[src/rtl/core/wesa_pkg.sv]
// ----------------------------------------------------------------------------
// Weighted edge scatter-accumulate package
// Item formats, queue command format, codes and fixed constants shared by the
// front end, the command queue, the back end and the top level.
// ----------------------------------------------------------------------------
package wesa_pkg;

    // Fixed field widths of the item formats.
    localparam int NODE_W     = 10;
    localparam int COL_W      = 6;
    localparam int VALUE_W    = 32;
    localparam int STATUS_W   = 2;
    localparam int MODE_W     = 2;

    // Configuration register widths and port format.
    localparam int COUNT_W    = 11;
    localparam int FW_W       = 7;
    localparam int CFG_INDEX_W = 2;
    localparam int CFG_DATA_W = 11;

    localparam logic [CFG_INDEX_W-1:0] CFG_TARGET_COUNT  = 2'd0;
    localparam logic [CFG_INDEX_W-1:0] CFG_SOURCE_COUNT  = 2'd1;
    localparam logic [CFG_INDEX_W-1:0] CFG_FEATURE_WIDTH = 2'd2;

    localparam logic [COUNT_W-1:0] TARGET_COUNT_RESET  = 11'd1024;
    localparam logic [COUNT_W-1:0] SOURCE_COUNT_RESET  = 11'd1024;
    localparam logic [FW_W-1:0]    FEATURE_WIDTH_RESET = 7'd1;

    // Item mode codes.
    localparam logic [MODE_W-1:0] MODE_LOAD = 2'd0;
    localparam logic [MODE_W-1:0] MODE_EDGE = 2'd1;
    localparam logic [MODE_W-1:0] MODE_READ = 2'd2;

    // Result status codes.
    localparam logic [STATUS_W-1:0] STATUS_OK    = 2'd0;
    localparam logic [STATUS_W-1:0] STATUS_RANGE = 2'd1;
    localparam logic [STATUS_W-1:0] STATUS_SAT   = 2'd2;

    // Q16.16 saturation limits.
    localparam logic [VALUE_W-1:0] Q_MAX = 32'h7FFF_FFFF;
    localparam logic [VALUE_W-1:0] Q_MIN = 32'h8000_0000;

    // Depth of the command queue between front and back end.
    localparam int QUEUE_DEPTH = 2;

    typedef struct packed {
        logic [MODE_W-1:0]         mode;
        logic [NODE_W-1:0]         target_node;
        logic [NODE_W-1:0]         source_node;
        logic [COL_W-1:0]          column;
        logic signed [VALUE_W-1:0] value;
    } in_item_t;

    typedef struct packed {
        logic signed [VALUE_W-1:0] read_value;
        logic [STATUS_W-1:0]       status;
    } out_item_t;

    typedef enum logic [1:0] {
        OP_LOAD,
        OP_EDGE,
        OP_READ,
        OP_REJECT
    } op_t;

    // A classified item as it travels through the command queue.
    typedef struct packed {
        op_t                       op;
        logic [NODE_W-1:0]         target_node;
        logic [NODE_W-1:0]         source_node;
        logic [COL_W-1:0]          column;
        logic signed [VALUE_W-1:0] value;
        logic [FW_W-1:0]           feat_cols;
    } cmd_t;

    typedef enum logic [2:0] {
        B_CLEAR,
        B_IDLE,
        B_EDGE,
        B_READ,
        B_DONE
    } back_state_t;

endpackage

[src/rtl/core/wesa_queue.sv]
// ----------------------------------------------------------------------------
// Weighted edge scatter-accumulate command queue
// Small register FIFO that decouples the front end from the back end.
// ----------------------------------------------------------------------------
module wesa_queue (
    input  logic           clk,
    input  logic           rst_n,
    input  logic           push,
    input  wesa_pkg::cmd_t push_data,
    output logic           full,
    input  logic           pop,
    output wesa_pkg::cmd_t pop_data,
    output logic           avail
);
    import wesa_pkg::*;

    localparam int QPTR_W = (QUEUE_DEPTH > 1) ? $clog2(QUEUE_DEPTH) : 1;
    localparam int QCNT_W = $clog2(QUEUE_DEPTH + 1);

    cmd_t              entry_reg [QUEUE_DEPTH];
    logic [QPTR_W-1:0] wr_ptr_reg;
    logic [QPTR_W-1:0] wr_ptr_next;
    logic [QPTR_W-1:0] rd_ptr_reg;
    logic [QPTR_W-1:0] rd_ptr_next;
    logic [QCNT_W-1:0] count_reg;
    logic [QCNT_W-1:0] count_next;

    always_comb
    begin
        wr_ptr_next = wr_ptr_reg;
        rd_ptr_next = rd_ptr_reg;
        count_next  = count_reg;
        if (push)
        begin
            wr_ptr_next = (int'(wr_ptr_reg) == QUEUE_DEPTH - 1) ? '0 : wr_ptr_reg + 1'b1;
        end
        if (pop)
        begin
            rd_ptr_next = (int'(rd_ptr_reg) == QUEUE_DEPTH - 1) ? '0 : rd_ptr_reg + 1'b1;
        end
        if (push && !pop)
        begin
            count_next = count_reg + 1'b1;
        end
        else if (pop && !push)
        begin
            count_next = count_reg - 1'b1;
        end
    end

    always_ff @(posedge clk or negedge rst_n)
    begin
        if (!rst_n)
        begin
            wr_ptr_reg <= '0;
            rd_ptr_reg <= '0;
            count_reg  <= '0;
        end
        else
        begin
            wr_ptr_reg <= wr_ptr_next;
            rd_ptr_reg <= rd_ptr_next;
            count_reg  <= count_next;
        end
    end

    always_ff @(posedge clk)
    begin
        if (push)
        begin
            entry_reg[wr_ptr_reg] <= push_data;
        end
    end

    assign full     = (count_reg == QCNT_W'(QUEUE_DEPTH));
    assign avail    = (count_reg != '0);
    assign pop_data = entry_reg[rd_ptr_reg];

endmodule

[config.mk]
export PLATFORM = sky130hd
export DESIGN_NAME = wesa_queue
export DESIGN_NICKNAME = d
export VERILOG_FILES = /design/src/rtl/core/wesa_pkg.sv /design/src/rtl/core/wesa_queue.sv
export SDC_FILE = /design/constraint.sdc
export NUM_CORES = 1
export LEC_CHECK = 0
export ABC_CLOCK_PERIOD_IN_PS = 8100
export BUFFER_PORTS_ARGS = -buffer_cell sky130_fd_sc_hd__buf_2
export CORE_ASPECT_RATIO = 0.5
export CORE_UTILIZATION = 30
export CTS_CLUSTER_DIAMETER = 120
export DETAILED_ROUTE_END_ITERATION = 7
export GPL_TIMING_DRIVEN = 0
export PLACE_DENSITY = 0.51
export SETUP_SLACK_MARGIN = 0.1
export SLEW_MARGIN = 20
export SYNTH_ARGS = -nofsm -noshare
export SYNTH_HDL_FRONTEND = slang
export SYNTH_SLANG_ARGS = --single-unit
[constraint.sdc]
create_clock -name clk -period 8.1 [get_ports clk]
set_input_delay 1.62 -clock clk [delete_from_list [all_inputs] [get_ports clk]]
set_output_delay 1.62 -clock clk [all_outputs]
set_load 0.05 [all_outputs]
==> impl_metrics.env, run 1 <==
export IMPL_async_flop_share_pct=2.90
export IMPL_crit_path_cell_trace="buf_6 -> buf_6 -> buf_8 -> mux2_4 -> buf_2"
export IMPL_synth_seq_cells=138
export IMPL_p_sw_share_pct=38.3
export IMPL_fillers=1567
export IMPL_fmax_mhz=299
export IMPL_die_w_um=187
export IMPL_clk_pin_slew_ns=0.05
export IMPL_synth_area_leaders="edfxtp_1, mux2_2, mux2_4"
export IMPL_p_clk_share_pct=27.6
export IMPL_worstHoldPathType="register to register"
export IMPL_synth_cell_types=15
export IMPL_synth_ff_type="edfxtp_1"
export IMPL_hold_viol=0
export IMPL_finalCriticalPeriod_ns=3.34
export IMPL_largest_reg_flops=134
export IMPL_drt_iter0_markers=80
export IMPL_timing_setup_tns_ns=0
export IMPL_first_global_vias=2669
export IMPL_ir_drop_uv=164
export IMPL_intPower_mw=1.82
export IMPL_crit_type="register to output pin"
export IMPL_io_pins=140
export IMPL_ff2ff_setup_slack_ns=6.38
export IMPL_max_slew_margin_pct=69.4
export IMPL_syn_num_nets=297
export IMPL_die_h_um=94.3
export IMPL_final_nets=459
export IMPL_ctsHoldBuffers=0
export IMPL_yosysSeqAreaShare_pct=80.6
export IMPL_wl_per_cell_um=15.7
export IMPL_cp_end_kind="output pin"
export IMPL_path_common_cell="buf_6"
export IMPL_p_leak_nw=2.63
export IMPL_post_cts_buffers=0
export IMPL_fin_crit_sh_pct=41.3
export IMPL_fin_area_um2=6820
export IMPL_cts_buffers=17
export IMPL_setup_viol=0
export IMPL_port_buffers=139
export IMPL_dp_hpwl_um=6550
export IMPL_ant_nets=0
export IMPL_critPathMaxStageDelay_ns=0.33
export IMPL_diodes=0
export IMPL_yosys_warnings=0
export IMPL_cp_top_family="buffers and inverters"
export IMPL_startpoint_type="register"
export IMPL_dpl_cell_area_um2=6200
export IMPL_critPathArrivalTime_ns=1.72
export IMPL_finalWirelength_um=9830
export IMPL_clkSinkCount=138
export IMPL_power_density_nw_per_um2=432
export IMPL_grt_usage_pct=11.5
export IMPL_synth_cells=225
export IMPL_rsz0062_at_grt="false"
export IMPL_antenna_found_initial=0
export IMPL_initial_utilization_pct=31.0
export IMPL_outcome="finished clean"
export IMPL_fin_cells=627
export IMPL_synth_most_common_cell="edfxtp_1"
export IMPL_die_area_um2=17600
export IMPL_h_tree_depth=4
export IMPL_dp_slack_ns=4.97
export IMPL_cts_tree="yes"
export IMPL_p_comb_share_pct=39.1
export IMPL_gp_congestion=0.668
export IMPL_clk_latency_ns=0.41
export IMPL_final_max_slew_viol_count=0
export IMPL_overflow=0
export IMPL_switching_power_mw=1.13
export IMPL_crit_buf_inv=4
export IMPL_cts_buffer_depth=2
export IMPL_postSynthAreaPerCell_um2=22.7
export IMPL_synth_edff_count=134
export IMPL_synthTopCellsByCount="edfxtp_1, mux2_2, mux2_4"
export IMPL_syn_area_um2=5110
export IMPL_sequentialPowerShare_pct=33.3
export IMPL_cts_resized=0
export IMPL_layout_setup_ws_ns=4.76
export IMPL_max_cap_violations=0
export IMPL_via_per_inst=4.11
export IMPL_fin_worst_skew_ns=0.00903
export IMPL_yosysTopAreaCell="edfxtp_1"
export IMPL_dp_cells=595
export IMPL_dr_pass1_iters=4
export IMPL_crit_fanout=10
export IMPL_grt_max_degree=42
export IMPL_grt_pass1_wl_um=14700
export IMPL_drc_errors=0
export IMPL_drive_gt1_share_pct=62.5
export IMPL_slowest_stage="dfrtp_1"
export IMPL_vias=2575
export IMPL_coreArea_um2=16500
export IMPL_syn_to_final_growth_pct=33.4
export IMPL_worstPathRequired_ns=6.48
export IMPL_row_count=33
export IMPL_cts_root_buf="clkbuf_16"
export IMPL_tightest_slew_ns=0.459
export IMPL_synth_top_cell_area_share_pct=78.7
[worst reg2reg max path, stage by stage (launching register included)]
cell and delay (ns):
dfrtp_1 0.43, nor2b_4 0.37, buf_16 0.22, buf_12 0.19, buf_12 0.20
[stage by stage]
stage          power (mW)  hold slack, ns  util (%)
2_1_floorplan        1.90           0.447         -
3_3_place_gp         2.16           0.468      36.9
3_5_place_dp         2.17           0.470      37.5
4_1_cts              3.00           0.484      41.3
5_1_grt              3.07           0.512      41.3
6_report             2.94           0.477      41.3
[final timing paths]
| kind | end | depth (start not counted) | from |
|---|---|---|---|
| setup / recovery | pop_data[33] | 5 | rd_ptr_reg |
| min in group asynchronous | count_reg[0] | 1 | rst_n |
| setup reg to reg | entry_reg[0][24] | 4 | wr_ptr_reg |
| hold reg to reg | count_reg[1] | 1 | count_reg[1] |
| hold / removal | count_reg[1] | 1 | count_reg[1] |
| max in group asynchronous | rd_ptr_reg | 1 | rst_n |
[cells in the final DEF (no fill, tap or decap), drive strengths merged]
| cell type | instances |
|---|---|
| edfxtp | 134 |
| nor2b | 2 |
| xor2 | 4 |
| nor2 | 1 |
| buf | 151 |
| xnor2 | 1 |
| clkinvlp | 3 |
| ha | 1 |
| or2 | 1 |
| dfrtp | 4 |
| and2 | 1 |
| inv | 4 |
| mux2 | 67 |
| clkbuf | 18 |
| clkinv | 4 |
| bufinv | 4 |
[final cells by class]
class | instances | area, µm² | share of cell area, %
Multi-Input combinational cell | 78 | 925 | 13.6
Tap cell | 227 | 284 | 4.16
Clock inverter | 14 | 194 | 2.84
Inverter | 1 | 3.75 | 0.0550
Sequential cell | 138 | 4120 | 60.4
Timing Repair Buffer | 143 | 791 | 11.6
Clock buffer | 18 | 429 | 6.29
Buffer | 8 | 72.6 | 1.06
[cells by family after synthesis]
group,share of synthesized area (%)
mux,16.2
xor+xnor,0.856
buf+inv,1.49
fa+ha+maj,0.245
simple gates,0.563
flops,80.6
[routing by layer]
| metal | up-vias | wire length [µm] | global-route usage (%) | part of all wire, % |
|---|---|---|---|---|
| met5 | - | 0 | 0 | 0 |
| met4 | 0 | 53 | 3.89 | 0.54 |
| met3 | 5 | 318 | 3.64 | 3.2 |
| met2 | 47 | 5470 | 21.1 | 56 |
| met1 | 1300 | 3980 | 12.9 | 40 |
| li1 | 1223 | - | - | - |
[power groups by stage]
stage	combinational, mW	sequential (mW)	clock [mW]
finish	1.15	0.980	0.812
global route	1.21	0.994	0.868
CTS	1.18	0.982	0.840
detailed placement	1.18	0.997	0
global placement	1.14	1.01	0
floorplan	0.902	0.998	0
No activity file was read; power rests on OpenSTA's default activity.
==> inputs of run 2 (changes only) <==
--- a/config.mk
+++ b/config.mk
@@ -5,14 +5,14 @@
 export SDC_FILE = /design/constraint.sdc
 export NUM_CORES = 1
 export LEC_CHECK = 0
-export ABC_CLOCK_PERIOD_IN_PS = 8100
+export ABC_CLOCK_PERIOD_IN_PS = 2800
 export BUFFER_PORTS_ARGS = -buffer_cell sky130_fd_sc_hd__buf_2
 export CORE_ASPECT_RATIO = 0.5
 export CORE_UTILIZATION = 30
 export CTS_CLUSTER_DIAMETER = 120
 export DETAILED_ROUTE_END_ITERATION = 7
 export GPL_TIMING_DRIVEN = 0
-export PLACE_DENSITY = 0.51
+export PLACE_DENSITY = 0.52
 export SETUP_SLACK_MARGIN = 0.1
 export SLEW_MARGIN = 20
 export SYNTH_ARGS = -nofsm -noshare
==> constraint.sdc (replaced) <==
create_clock -name clk -period 2.8 [get_ports clk]
set_input_delay 0.56 -clock clk [delete_from_list [all_inputs] [get_ports clk]]
set_output_delay 0.56 -clock clk [all_outputs]
set_load 0.05 [all_outputs]
==> run 2 against run 1 <==
  * Clock skew down 0.0031 ns
  * Largest power group unchanged
  * Die area unchanged
  * Global-route usage down 0.12 points
  * Clock power rose to 2.7 times the previous value
  * Critical path type unchanged
  * Utilization down 0.18 points
==> impl_metrics.env, run 2 (synthesized netlist as in run 1, its figures left out) <==
export IMPL_outcome="finished clean"
export IMPL_p_comb_share_pct=40.0
export IMPL_via_per_inst=4.09
export IMPL_fin_crit_sh_pct=82.4
export IMPL_crit_path_cell_trace="buf_6 -> buf_6 -> buf_8 -> mux2_4 -> buf_2"
export IMPL_path_common_cell="buf_6"
export IMPL_syn_to_final_growth_pct=32.8
export IMPL_dp_hpwl_um=6380
export IMPL_grt_usage_pct=11.4
export IMPL_clk_latency_ns=0.40
export IMPL_cts_tree="yes"
export IMPL_ff2ff_setup_slack_ns=1.18
export IMPL_drive_gt1_share_pct=62.5
export IMPL_fin_worst_skew_ns=0.00593
export IMPL_finalCriticalPeriod_ns=2.31
export IMPL_intPower_mw=5.08
export IMPL_cp_end_kind="output pin"
export IMPL_crit_buf_inv=4
export IMPL_whs_endpoint="entry_reg[0][13]"
export IMPL_reg2reg_to="entry_reg[0][25]"
export IMPL_die_w_um=187
export IMPL_grt_pass1_wl_um=14500
export IMPL_critPathArrivalTime_ns=1.75
export IMPL_post_cts_buffers=0
export IMPL_largest_reg_flops=134
export IMPL_cts_buffer_depth=2
export IMPL_critPathMaxStageDelay_ns=0.34
export IMPL_grt_max_degree=50
export IMPL_initial_utilization_pct=31.0
export IMPL_die_area_um2=17600
export IMPL_r2r_cells=3
export IMPL_p_leak_nw=2.61
export IMPL_first_global_vias=2668
export IMPL_hold_depth=1
export IMPL_antenna_found_initial=0
export IMPL_startpoint_type="register"
export IMPL_die_h_um=94.3
export IMPL_layout_commonest_cell="buf_2"
export IMPL_clk_pin_slew_ns=0.06
export IMPL_ir_drop_uv=516
export IMPL_final_max_slew_viol_count=0
export IMPL_rsz0062_at_grt="false"
export IMPL_rr_startpoint="wr_ptr_reg"
export IMPL_p_sw_share_pct=39.1
export IMPL_timing_setup_tns_ns=0
export IMPL_p_clk_share_pct=26.0
export IMPL_switching_power_mw=3.27
export IMPL_tightest_slew_ns=0.565
export IMPL_drc_errors=0
export IMPL_wl_per_cell_um=15.4
export IMPL_final_cell_mix="buf_2, edfxtp_1, mux2_2, mux2_4, clkbuf_16"
export IMPL_sequentialPowerShare_pct=34.0
export IMPL_max_cap_violations=0
export IMPL_power_density_nw_per_um2=1230
export IMPL_final_nets=460
export IMPL_worstHoldPathType="input pin to register"
export IMPL_cp_top_family="buffers and inverters"
export IMPL_crit_fanout=10
export IMPL_gp_congestion=0.666
export IMPL_overflow=0
export IMPL_coreArea_um2=16500
export IMPL_row_count=33
export IMPL_hold_slack_ns=0.336
export IMPL_vias=2565
export IMPL_setup_viol=0
export IMPL_crit_type="register to output pin"
export IMPL_ant_nets=0
export IMPL_max_slew_margin_pct=62.2
export IMPL_worstPathRequired_ns=2.24
export IMPL_cts_root_buf="clkbuf_16"
export IMPL_slowest_stage="dfrtp_1"
export IMPL_fmax_mhz=433
export IMPL_hold_viol=0
export IMPL_cts_buffers=17
export IMPL_h_tree_depth=4
export IMPL_min_from="push_data[13]"
export IMPL_diodes=0
export IMPL_finalWirelength_um=9630
export IMPL_port_buffers=139
export IMPL_clkSinkCount=138
export IMPL_dr_pass1_iters=4
export IMPL_io_pins=140
export IMPL_drt_iter0_markers=95
run 2: worst max-delay path by stage:
stage	slack, ns	to	startpoint	depth (start not counted)
floorplan	0.24	entry_reg[1][0]	push	1
global placement	-1.07	entry_reg[1][21]	push	2
detailed placement	0.83	entry_reg[0][25]	push	4
CTS	0.44	pop_data[26]	rd_ptr_reg	5
global route	0.39	pop_data[25]	rd_ptr_reg	5
finish	0.49	pop_data[26]	rd_ptr_reg	5
run 2: timing repair:
item	in CTS	in global routing
hold buffers	1	0
resized for setup	0	0
hold endpoints to repair	4	0
run 2: per-stage QoR:
stage | util, % | instances | setup WS [ns] | area [µm²] | power, mW
2_1_floorplan | - | 225 | 0.239 | 5120 | 5.49
3_3_place_gp | 36.9 | 591 | -1.07 | 6100 | 6.19
3_5_place_dp | 37.6 | 595 | 0.829 | 6210 | 6.28
4_1_cts | 41.1 | 627 | 0.441 | 6790 | 8.50
5_1_grt | 41.1 | 627 | 0.390 | 6790 | 8.72
6_report | 41.1 | 627 | 0.492 | 6790 | 8.35
run 2: power groups by stage:
stage | Combinational, mW | Clock (mW) | Sequential (mW)
6_report | 3.34 | 2.17 | 2.84
3_5_place_dp | 3.40 | 0 | 2.88
2_1_floorplan | 2.61 | 0 | 2.87
3_3_place_gp | 3.29 | 0 | 2.90
4_1_cts | 3.41 | 2.25 | 2.84
5_1_grt | 3.51 | 2.33 | 2.87
run 2: layout make-up:
type | count | area (µm²)
Clock buffer | 19 | 433
Sequential cell | 138 | 4120
Clock inverter | 12 | 143
Multi-Input combinational cell | 78 | 925
Inverter | 1 | 3.75
Fill cell | 1553 | 9720
Timing Repair Buffer | 144 | 808
Tap cell | 227 | 284
Buffer | 8 | 72.6
run 2: metal layers:
| metal | vias up | track usage, % | wire length, µm |
|---|---|---|---|
| met2 | 47 | 20.2 | 5310 |
| met3 | 11 | 3.23 | 273 |
| met1 | 1293 | 12.6 | 3880 |
| met4 | 0 | 6.49 | 163 |
| met5 | - | 0 | 0 |
| li1 | 1214 | - | - |
