==> src/rtl/core/wesa_pkg.sv <==
// ----------------------------------------------------------------------------
// Weighted edge scatter-accumulate package
// Item formats, queue command format, codes and fixed constants shared by the
// front end, the command queue, the back end and the top level.
// ----------------------------------------------------------------------------
package wesa_pkg;

    // Fixed field widths of the item formats.
    localparam int NODE_W     = 10;
    localparam int COL_W      = 6;
    localparam int VALUE_W    = 32;
    localparam int STATUS_W   = 2;
    localparam int MODE_W     = 2;

    // Configuration register widths and port format.
    localparam int COUNT_W    = 11;
    localparam int FW_W       = 7;
    localparam int CFG_INDEX_W = 2;
    localparam int CFG_DATA_W = 11;

    localparam logic [CFG_INDEX_W-1:0] CFG_TARGET_COUNT  = 2'd0;
    localparam logic [CFG_INDEX_W-1:0] CFG_SOURCE_COUNT  = 2'd1;
    localparam logic [CFG_INDEX_W-1:0] CFG_FEATURE_WIDTH = 2'd2;

    localparam logic [COUNT_W-1:0] TARGET_COUNT_RESET  = 11'd1024;
    localparam logic [COUNT_W-1:0] SOURCE_COUNT_RESET  = 11'd1024;
    localparam logic [FW_W-1:0]    FEATURE_WIDTH_RESET = 7'd1;

    // Item mode codes.
    localparam logic [MODE_W-1:0] MODE_LOAD = 2'd0;
    localparam logic [MODE_W-1:0] MODE_EDGE = 2'd1;
    localparam logic [MODE_W-1:0] MODE_READ = 2'd2;

    // Result status codes.
    localparam logic [STATUS_W-1:0] STATUS_OK    = 2'd0;
    localparam logic [STATUS_W-1:0] STATUS_RANGE = 2'd1;
    localparam logic [STATUS_W-1:0] STATUS_SAT   = 2'd2;

    // Q16.16 saturation limits.
    localparam logic [VALUE_W-1:0] Q_MAX = 32'h7FFF_FFFF;
    localparam logic [VALUE_W-1:0] Q_MIN = 32'h8000_0000;

    // Depth of the command queue between front and back end.
    localparam int QUEUE_DEPTH = 2;

    typedef struct packed {
        logic [MODE_W-1:0]         mode;
        logic [NODE_W-1:0]         target_node;
        logic [NODE_W-1:0]         source_node;
        logic [COL_W-1:0]          column;
        logic signed [VALUE_W-1:0] value;
    } in_item_t;

    typedef struct packed {
        logic signed [VALUE_W-1:0] read_value;
        logic [STATUS_W-1:0]       status;
    } out_item_t;

    typedef enum logic [1:0] {
        OP_LOAD,
        OP_EDGE,
        OP_READ,
        OP_REJECT
    } op_t;

    // A classified item as it travels through the command queue.
    typedef struct packed {
        op_t                       op;
        logic [NODE_W-1:0]         target_node;
        logic [NODE_W-1:0]         source_node;
        logic [COL_W-1:0]          column;
        logic signed [VALUE_W-1:0] value;
        logic [FW_W-1:0]           feat_cols;
    } cmd_t;

    typedef enum logic [2:0] {
        B_CLEAR,
        B_IDLE,
        B_EDGE,
        B_READ,
        B_DONE
    } back_state_t;

endpackage

==> src/rtl/core/wesa_front.sv <==
// ----------------------------------------------------------------------------
// Weighted edge scatter-accumulate front end
// Holds the configuration registers, accepts items and classifies each one
// into a load, edge, read or rejected command for the queue.
// ----------------------------------------------------------------------------
module wesa_front #(
    parameter int MAX_TARGET_NODES  = 1024,
    parameter int MAX_SOURCE_NODES  = 1024,
    parameter int MAX_FEATURE_WIDTH = 64
) (
    input  logic                               clk,
    input  logic                               rst_n,
    input  logic                               cfg_we,
    input  logic [wesa_pkg::CFG_INDEX_W-1:0]   cfg_index,
    input  logic [wesa_pkg::CFG_DATA_W-1:0]    cfg_wdata,
    input  logic                               in_valid,
    output logic                               in_ready,
    input  wesa_pkg::in_item_t                 in_data,
    input  logic                               clearing,
    input  logic                               queue_full,
    output logic                               cmd_push,
    output wesa_pkg::cmd_t                     cmd_data
);
    import wesa_pkg::*;

    logic [COUNT_W-1:0] target_count_reg;
    logic [COUNT_W-1:0] source_count_reg;
    logic [FW_W-1:0]    feature_width_reg;

    logic [FW_W-1:0]    fw_eff;
    logic               tgt_ok;
    logic               src_ok;
    logic               col_ok;
    op_t                op;

    always_ff @(posedge clk or negedge rst_n)
    begin
        if (!rst_n)
        begin
            target_count_reg  <= TARGET_COUNT_RESET;
            source_count_reg  <= SOURCE_COUNT_RESET;
            feature_width_reg <= FEATURE_WIDTH_RESET;
        end
        else if (cfg_we)
        begin
            case (cfg_index)
                CFG_TARGET_COUNT:  target_count_reg  <= cfg_wdata;
                CFG_SOURCE_COUNT:  source_count_reg  <= cfg_wdata;
                CFG_FEATURE_WIDTH: feature_width_reg <= cfg_wdata[FW_W-1:0];
                default: ;
            endcase
        end
    end

    // Register values above the storage limits act as the limits.
    always_comb
    begin
        fw_eff = (int'(feature_width_reg) > MAX_FEATURE_WIDTH) ?
                 FW_W'(MAX_FEATURE_WIDTH) : feature_width_reg;
        tgt_ok = (int'(in_data.target_node) < int'(target_count_reg)) &&
                 (int'(in_data.target_node) < MAX_TARGET_NODES);
        src_ok = (int'(in_data.source_node) < int'(source_count_reg)) &&
                 (int'(in_data.source_node) < MAX_SOURCE_NODES);
        col_ok = FW_W'(in_data.column) < fw_eff;

        case (in_data.mode)
            MODE_LOAD: op = (src_ok && col_ok) ? OP_LOAD : OP_REJECT;
            MODE_EDGE: op = (tgt_ok && src_ok) ? OP_EDGE : OP_REJECT;
            MODE_READ: op = (tgt_ok && col_ok) ? OP_READ : OP_REJECT;
            default:   op = OP_REJECT;
        endcase
    end

    assign in_ready = !clearing && !queue_full;
    assign cmd_push = in_valid && in_ready;

    assign cmd_data = '{
        op:          op,
        target_node: in_data.target_node,
        source_node: in_data.source_node,
        column:      in_data.column,
        value:       in_data.value,
        feat_cols:   fw_eff
    };

endmodule

==> config.mk <==
export PLATFORM = sky130hd
export DESIGN_NAME = wesa_front
export DESIGN_NICKNAME = d
export VERILOG_FILES = /design/src/rtl/core/wesa_pkg.sv /design/src/rtl/core/wesa_front.sv
export SDC_FILE = /design/constraint.sdc
export NUM_CORES = 1
export LEC_CHECK = 0
export BUFFER_PORTS_ARGS = -buffer_cell sky130_fd_sc_hd__buf_2
export CAP_MARGIN = 5
export CORE_MARGIN = 2
export CORE_UTILIZATION = 46
export DETAILED_ROUTE_END_ITERATION = 7
export PLACE_DENSITY = 0.84
export SYNTH_ARGS = -nofsm -noshare
export SYNTH_HDL_FRONTEND = slang
export SYNTH_SLANG_ARGS = --single-unit
==> constraint.sdc <==
create_clock -name clk -period 5.55 [get_ports clk]
set_input_delay 1.11 -clock clk [delete_from_list [all_inputs] [get_ports clk]]
set_output_delay 1.11 -clock clk [all_outputs]
set_load 0.05 [all_outputs]
==> results of run 1 <==
[power by group through the flow]
| stage | clock, mW | combinational [mW] | sequential, mW |
|---|---|---|---|
| floorplan | 0 | 0.286 | 0.268 |
| global placement | 0 | 0.271 | 0.274 |
| detailed placement | 0 | 0.281 | 0.276 |
| CTS | 0.182 | 0.283 | 0.273 |
| global route | 0.189 | 0.311 | 0.278 |
| finish | 0.178 | 0.280 | 0.272 |
[metrics by stage]
step,setup slack (ns),total power [mW],util [%]
after floorplan,1.876,0.5539,-
after detailed placement,1.864,0.5576,47.63
after global routing,1.737,0.7788,49.55
final,1.899,0.7300,49.55
after global placement,1.898,0.5451,47.63
after CTS,1.864,0.7377,49.55
[cells in the final DEF, fill, tap and decap left out, types with 5 or more instances in the layout]
master / Yosys / layout
sky130_fd_sc_hd__ha_1: 23 / 23
sky130_fd_sc_hd__o21ai_0: 11 / 11
sky130_fd_sc_hd__mux2_2: 19 / 19
sky130_fd_sc_hd__nand2b_1: 8 / 8
sky130_fd_sc_hd__buf_2: 1 / 83
sky130_fd_sc_hd__clkbuf_8: 0 / 6
sky130_fd_sc_hd__nor2_1: 5 / 5
sky130_fd_sc_hd__inv_1: 24 / 24
sky130_fd_sc_hd__a21oi_1: 11 / 11
sky130_fd_sc_hd__nand2_1: 16 / 16
sky130_fd_sc_hd__dfrtp_1: 26 / 26
[cell usage after synthesis (all sizes together)]
cell,n
buf,61
dfrtp,26
inv,24
ha,23
mux2,19
nand2,16
o21ai,14
a21oi,12
nand2b,8
nor2,5
a21o,3
dfstp,3
clkbuf,2
nand3,2
nand3b,2
nand4,2
nor2b,2
a211oi,1
a2bb2oi,1
a31oi,1
and2,1
nand4b,1
nor3b,1
nor4,1
o21a,1
o31a,1
[path summary, 6_finish.rpt]
kind,cells past startpoint,from,end
max in group asynchronous,1,rst_n,target_count_reg[8]$_DFFE_PN0P_
min in group asynchronous,1,rst_n,feature_width_reg[3]$_DFFE_PN0P_
hold reg to reg,1,source_count_reg[3]$_DFFE_PN0P_,source_count_reg[3]$_DFFE_PN0P_
setup reg to reg,1,feature_width_reg[6]$_DFFE_PN0P_,feature_width_reg[6]$_DFFE_PN0P_
setup / recovery,8,in_data[50],cmd_data[65]
hold / removal,1,source_count_reg[3]$_DFFE_PN0P_,source_count_reg[3]$_DFFE_PN0P_
[final cells by class]
class,instances,area (sq um),share of cell area [%]
multi-input cells,117,932.1,40.10
flip-flops and latches,29,729.5,31.38
repair buffers,83,415.4,17.87
clock buffers,8,90.09,3.875
inverters,24,90.09,3.875
well taps,54,67.56,2.906
[cell families after synthesis]
kind of cell	Yosys count	share of synthesized area, %
AND/OR/NAND/NOR	41	10.62
buffers and inverters	87	24.97
flip-flops	29	32.94
adder cells (fa/ha/maj)	23	12.99
AO/OA/AOI/OAI	34	8.814
multiplexers	19	9.661
[routing by layer]
metal  GRT usage, %  vias up  wire, microns
li1               -      767              -
met1          18.76      709           1693
met2          27.63       86           2113
met3          4.115       22            344
met4          10.91        0            201
met5              0        -              0
==> out/results.txt, run 1 <==
The maximum resistive drop on vdd is 0.0001025 V, and the switching power share of the total is 37.66%. Yosys printed 0 warnings. The kind of start point of the critical path is an input port. Of all nets on the critical path, the largest fanout is 2.

On the final layout, the worst hold slack is 0.5055 ns. Power spread over the standard cell area amounts to 314.0 nW/um^2. The flow ran to the end, and the final reports show no timing, DRC or antenna violations.

Area of the die: 5385 sq um. The clock share of power was 24.4%. The tools report the cell at the root of the clock tree as sky130_fd_sc_hd__clkbuf_8.

The area added between synthesis and finish came out at 4.972%. The final count of hold timing violations was 0. Traced cell by cell, the critical path runs through buf_2 -> ha_1 -> a21o_1 -> a31oi_1 -> o21ai_0 -> a21oi_1 -> o21ai_1 -> buf_2. For the post-route DRC violation count, the log shows 0. TritonCTS built the clock tree.

The total of hold buffers inserted after clock tree synthesis is 0, and the flop-to-flop setup slack is 4.66 ns. The number of global-route vias before repair is 1,508. The global-route wire length before repair came out at 6658 microns.

Relative slew slack: 33.02%. The initial utilization of the core area, before any placement, comes to 47.20%. The total iterations of the first detailed-routing run is 4, and the net switching component of the power is 0.2749 mW. 148 I/O pins were placed. The average size of a mapped cell is 9.505 sq um. The count of max-cap constraint violations was 0. STA classifies the critical path endpoint as an output pin. The global router's overall resource usage is 16.59%, and the share of post-route cells with drive strength above 1 is 44.44%. The number of nets handed over by synthesis was 335.

The worst hold path class is reg -> reg. The static leakage was 1.259 nW; the share of Yosys cell area claimed by the top area cell type was 29.38%. Setup violations remaining at the end of the flow were counted as 0. For the pin with the worst max-slew slack, the measured transition is 1.000 ns.

Summing every instance area after synthesis gives 2215 sq um. The total overflow left after global routing is 0. Cell type contributing the most total cell area after synthesis: sky130_fd_sc_hd__dfrtp_1.

The later pin in the worst-skew pair is clocked with a latency of 0.28 ns. The run gives 0.7773 as the routability congestion estimate. The share of total power dissipated in combinational logic is 38.3%.

The half-perimeter wire length after placement came out at 3598 microns. The repair_antennas step left the layout with diodes totalling 0. The average wire length per cell after detail routing was 13.82 microns; the count of different cell masters after synthesis was 30.

After the last flow step, the layout net total stands at 362. The logs give 441 for the filler cell count in the final layout and 37.3% for the relative contribution of sequential cells to total power. In the final timing run, aggregate negative setup slack is 0 ns. The tools report the routed wire length as 4353 microns.

Counting every sink on the clock net gives 29. Setup repair after global routing left no endpoint under its margin. Number of port buffers: 83.

Internal power of the cells: 0.4551 mW. The slowest library cell on the worst path is sky130_fd_sc_hd__o21ai_0. TritonCTS created 5 clock buffers. The cell total after placement was 307.

The detailed-route vias per instance is 5.029. The initial antenna violation count was 0. The kind of cell adding the most delay to the critical path was compound AO/OA/AOI/OAI gates.

The count of nets left with antenna violations once routing finished came out at 0. The logs give 4692 sq um for the placeable core region and 2325 sq um for the final standard cell area without fillers. The width of the chip was 73.39 microns; the DRC marker count from the first detailed-route iteration was 35.

In this run the post-CTS setup repair buffer count came out at 0. Entering global routing, the biggest net connects 30 pins. The die is 73.39 microns tall. The part of the Yosys area used for sequential elements came out at 32.94%.

The worst path required time was 4.44 ns. The delay of the slowest cell on the worst path came out at 0.38 ns. No sink is reached through more buffers than the 2 on the longest clock path. After synthesis, the cell types taking the most area are sky130_fd_sc_hd__dfrtp_1, sky130_fd_sc_hd__buf_4, sky130_fd_sc_hd__ha_1, sky130_fd_sc_hd__mux2_2, sky130_fd_sc_hd__inv_1. Number of levels in the clock H-tree: 2. The floorplan has 25 rows.

The synthesized design contains 29 register bits. The count of non-filler cells in the finished layout was 315; the via count was 1,584. The synthesized instance count was 233; the final-report max-slew violation count was 0.

The path type of the worst setup path was in -> out. The final period utilization is 65.78%. The post-cts sizing count was 0; the highest achievable clock rate was 0.2739 GHz. After clock tree synthesis, the clock-pin slew on the worst setup and hold paths is 0.06 ns.

The number of buffer and inverter instances along the worst setup path was 2; the post-route clock skew was 0 ns. Once placement finished, the instance area stood at 2235 sq um. Subtracting the final worst setup slack from the clock period gives 3.651 ns. Arrival time at the worst endpoint: 2.54 ns. Counting stages on the worst path, the most repeated cell is sky130_fd_sc_hd__buf_2.
Power figures use the tool's default switching activity.
==> inputs of run 2 (changes only) <==
--- a/config.mk
+++ b/config.mk
@@ -8,9 +8,9 @@
 export BUFFER_PORTS_ARGS = -buffer_cell sky130_fd_sc_hd__buf_2
 export CAP_MARGIN = 5
 export CORE_MARGIN = 2
-export CORE_UTILIZATION = 46
+export CORE_UTILIZATION = 42
 export DETAILED_ROUTE_END_ITERATION = 7
-export PLACE_DENSITY = 0.84
+export PLACE_DENSITY = 0.77
 export SYNTH_ARGS = -nofsm -noshare
 export SYNTH_HDL_FRONTEND = slang
 export SYNTH_SLANG_ARGS = --single-unit
==> constraint.sdc (replaced) <==
create_clock -name clk -period 3.4 [get_ports clk]
set_input_delay 0.68 -clock clk [delete_from_list [all_inputs] [get_ports clk]]
set_output_delay 0.68 -clock clk [all_outputs]
set_load 0.05 [all_outputs]
==> run 2 against run 1 <==
Critical path type is now reg -> out. Highest routed layer unchanged. Sequential cell count is the same. Clock power is 99% higher. Global-route usage is 1.6 points lower. Clock skew is the same. Critical path depth is the same. Register-to-register slack got worse by 2.2 ns. Worst setup slack got worse by 1.4 ns. Combinational power rose by 62%. Design area rose by 2.3%. Power grew 72%. Sequential share of layout area decreased by 0.71 points.
==> out/results.txt, run 2 (synthesized netlist as in run 1, its figures left out) <==
The flow ran to the end, and the final reports show no timing, DRC or antenna violations. After the first detailed-routing iteration, the DRC count stood at 45. Detailed placement finished with a half-perimeter wire length of 3591 microns. The final layout contains routed wiring with a total length of 4155 microns. The placeable core region came out at 5107 sq um. The worst setup path is launched from a flip-flop. Setup repair after global routing left no endpoint under its margin. IR analysis of the VDD net gives a maximum drop of 0.0002069 V. The run gives 0 ns as the setup total negative slack. Category of the worst setup path capture point: an output pin. In the final layout, the share of cells above drive strength 1 is 45.04%. For the clock tree buffer depth, the log shows 2. The run gives 30 as the maximum number of pins on one net before global-route repair.

In the layout the commonest cells are sky130_fd_sc_hd__buf_2, sky130_fd_sc_hd__dfrtp_1, sky130_fd_sc_hd__inv_1. TritonCTS built the clock tree. Setup violations remaining at the end of the flow were counted as 0.

The tools report the post-route clock skew as 0 ns. For the relative slew slack, the log shows 59.04%. At the worst endpoint, the required time is 2.72 ns. The total overflow left after global routing is 0. Worst-case reg-to-reg path depth: 1. For this run, the detailed router's first-pass iteration total came to 4. Measured on the finished design, the core utilization comes to 46.57%.

The initial antenna violation count was 0; the highest achievable clock rate was 0.3453 GHz. The tools report the power consumption as 1.254 mW. The first global-routing pass estimated 7003 microns of wire.

The count of non-filler cells in the finished layout came out at 332. The logs give 0 for the final-report max-slew violation count and 500 for the filler cell count in the final layout. The root buffer cell chosen for the clock tree is sky130_fd_sc_hd__clkbuf_8.

The number of buffers inserted by post-CTS setup repair is 0, and the initial core utilization is 43.36%. The tools report the total of hold buffers inserted after clock tree synthesis as 0. In this run the worst path has a maximum fanout of 10. Summing over every cut layer, the via total after detailed routing is 1,530. The count of nets left with antenna violations once routing finished came out at 0. The area of the die came out at 5870 sq um. The logs give 1.277 nW for the static leakage and 29 for the number of sinks driven by the clock tree.

The min-delay analysis places its worst path in the category in -> async. For the final count of hold timing violations, the log shows 0. The placement row count was 26; the post-cts sizing count was 0.

The tool flagged a number of max-cap violations equal to 0. From bottom edge to top edge, the die measures 76.62 microns. During I/O placement, the number of pins put on the boundary was 148. The latest clock arrival within the worst-skew pair is 0.27 ns. The number of antenna diodes in the final layout is 0. Dividing total power by cell area gives a power density of 527.1 nW/um^2. The critical path is of the reg -> out type.

The number of port buffers was 83. The final critical-path required period works out to 2.896 ns. At the pin with the least slew margin, the transition time is 0.6145 ns. The global router's overall resource usage was 14.95%; the clock transition time at the flip-flop clock pins of the worst setup and hold paths was 0.06 ns. In this run, CTS created clock tree buffers numbering 5. Counting tap cells, the placed design contains a total of 324 instances. The library cell used most frequently in the layout, excluding fill and tap cells, is sky130_fd_sc_hd__buf_2.

The smallest hold slack is 0.4203 ns, and the number of nets at the end of the flow is 363. STA puts the critical path data arrival time at 2.22 ns. The average wire length per cell after detail routing is 12.52 microns.

After detailed routing, the number of remaining DRC violations is 0. For the number of levels in the clock H-tree, the log shows 2. Dividing the final minimum period by the clock period gives 85.19%. The run gives 1,539 as the number of global-route vias before repair.

Using the TritonRoute via totals, the vias-per-cell ratio works out to 4.608. The die is 76.62 microns wide. The congestion estimate from routability-driven global placement came to 0.7752. Compared with the post-synthesis result, the final layout area differs by 7.401%.
run 2: cell types whose count changed in the layout (fill, tap and decap cells not counted):
| cell | previous run | this run |
|---|---|---|
| sky130_fd_sc_hd__buf_4 | 0 | 1 |
| sky130_fd_sc_hd__bufinv_16 | 0 | 1 |
| sky130_fd_sc_hd__clkbuf_1 | 2 | 1 |
run 2: worst paths after layout:
kind,startpoint,end,slack (ns)
worst min register to register,source_count_reg[4]$_DFFE_PN0P_,source_count_reg[4]$_DFFE_PN0P_,0.50
worst max-delay path,feature_width_reg[6]$_DFFE_PN0P_,cmd_data[66],0.50
worst min-delay path,rst_n,target_count_reg[7]$_DFFE_PN0P_,0.42
min in group clk,source_count_reg[4]$_DFFE_PN0P_,source_count_reg[4]$_DFFE_PN0P_,0.50
worst max register to register,feature_width_reg[6]$_DFFE_PN0P_,feature_width_reg[6]$_DFFE_PN0P_,2.50
max in group asynchronous,rst_n,target_count_reg[2]$_DFFE_PN0P_,2.58
run 2: power breakdown:
group / internal, mW / leakage (nW) / switching [mW]
combinational: 0.166 / 0.875 / 0.288
clock: 0.238 / 0.0585 / 0.116
sequential: 0.413 / 0.343 / 0.0327
run 2: metrics by stage:
| stage | instance area [sq um] | setup slack [ns] |
|---|---|---|
| floorplan | 2215 | 0.5857 |
| global placement | 2262 | 0.5872 |
| detailed placement | 2262 | 0.5665 |
| CTS | 2379 | 0.4847 |
| global route | 2379 | 0.3251 |
| finish | 2379 | 0.5035 |
run 2: cell type report:
class                      count  area (sq um)  area share [%]
clock buffer                   7         86.33           3.630
sequential                    29         729.5           30.67
multi-input combinational    117         932.1           39.19
inverter                      24         90.09           3.787
tap                           70         87.58           3.682
timing repair buffer          84         422.9           17.78
clock inverter                 1         30.03           1.262
run 2: metal layers:
metal	wire length [microns]	vias up	global-route usage, %
li1	-	767	-
met1	1733	689	18.13
met2	2099	54	25.84
met3	247	20	3.081
met4	74	0	6.000
met5	0	-	0
run 2: worst max-delay path, cell delays in order, from the launching register on:
cell                       delay, ns
sky130_fd_sc_hd__dfrtp_1        0.48
sky130_fd_sc_hd__nand2b_1       0.21
sky130_fd_sc_hd__ha_1           0.29
sky130_fd_sc_hd__nand2_1        0.05
sky130_fd_sc_hd__o21ai_1        0.13
sky130_fd_sc_hd__a21oi_1        0.09
sky130_fd_sc_hd__o31a_1         0.27
sky130_fd_sc_hd__o21ai_1        0.14
sky130_fd_sc_hd__buf_2          0.27
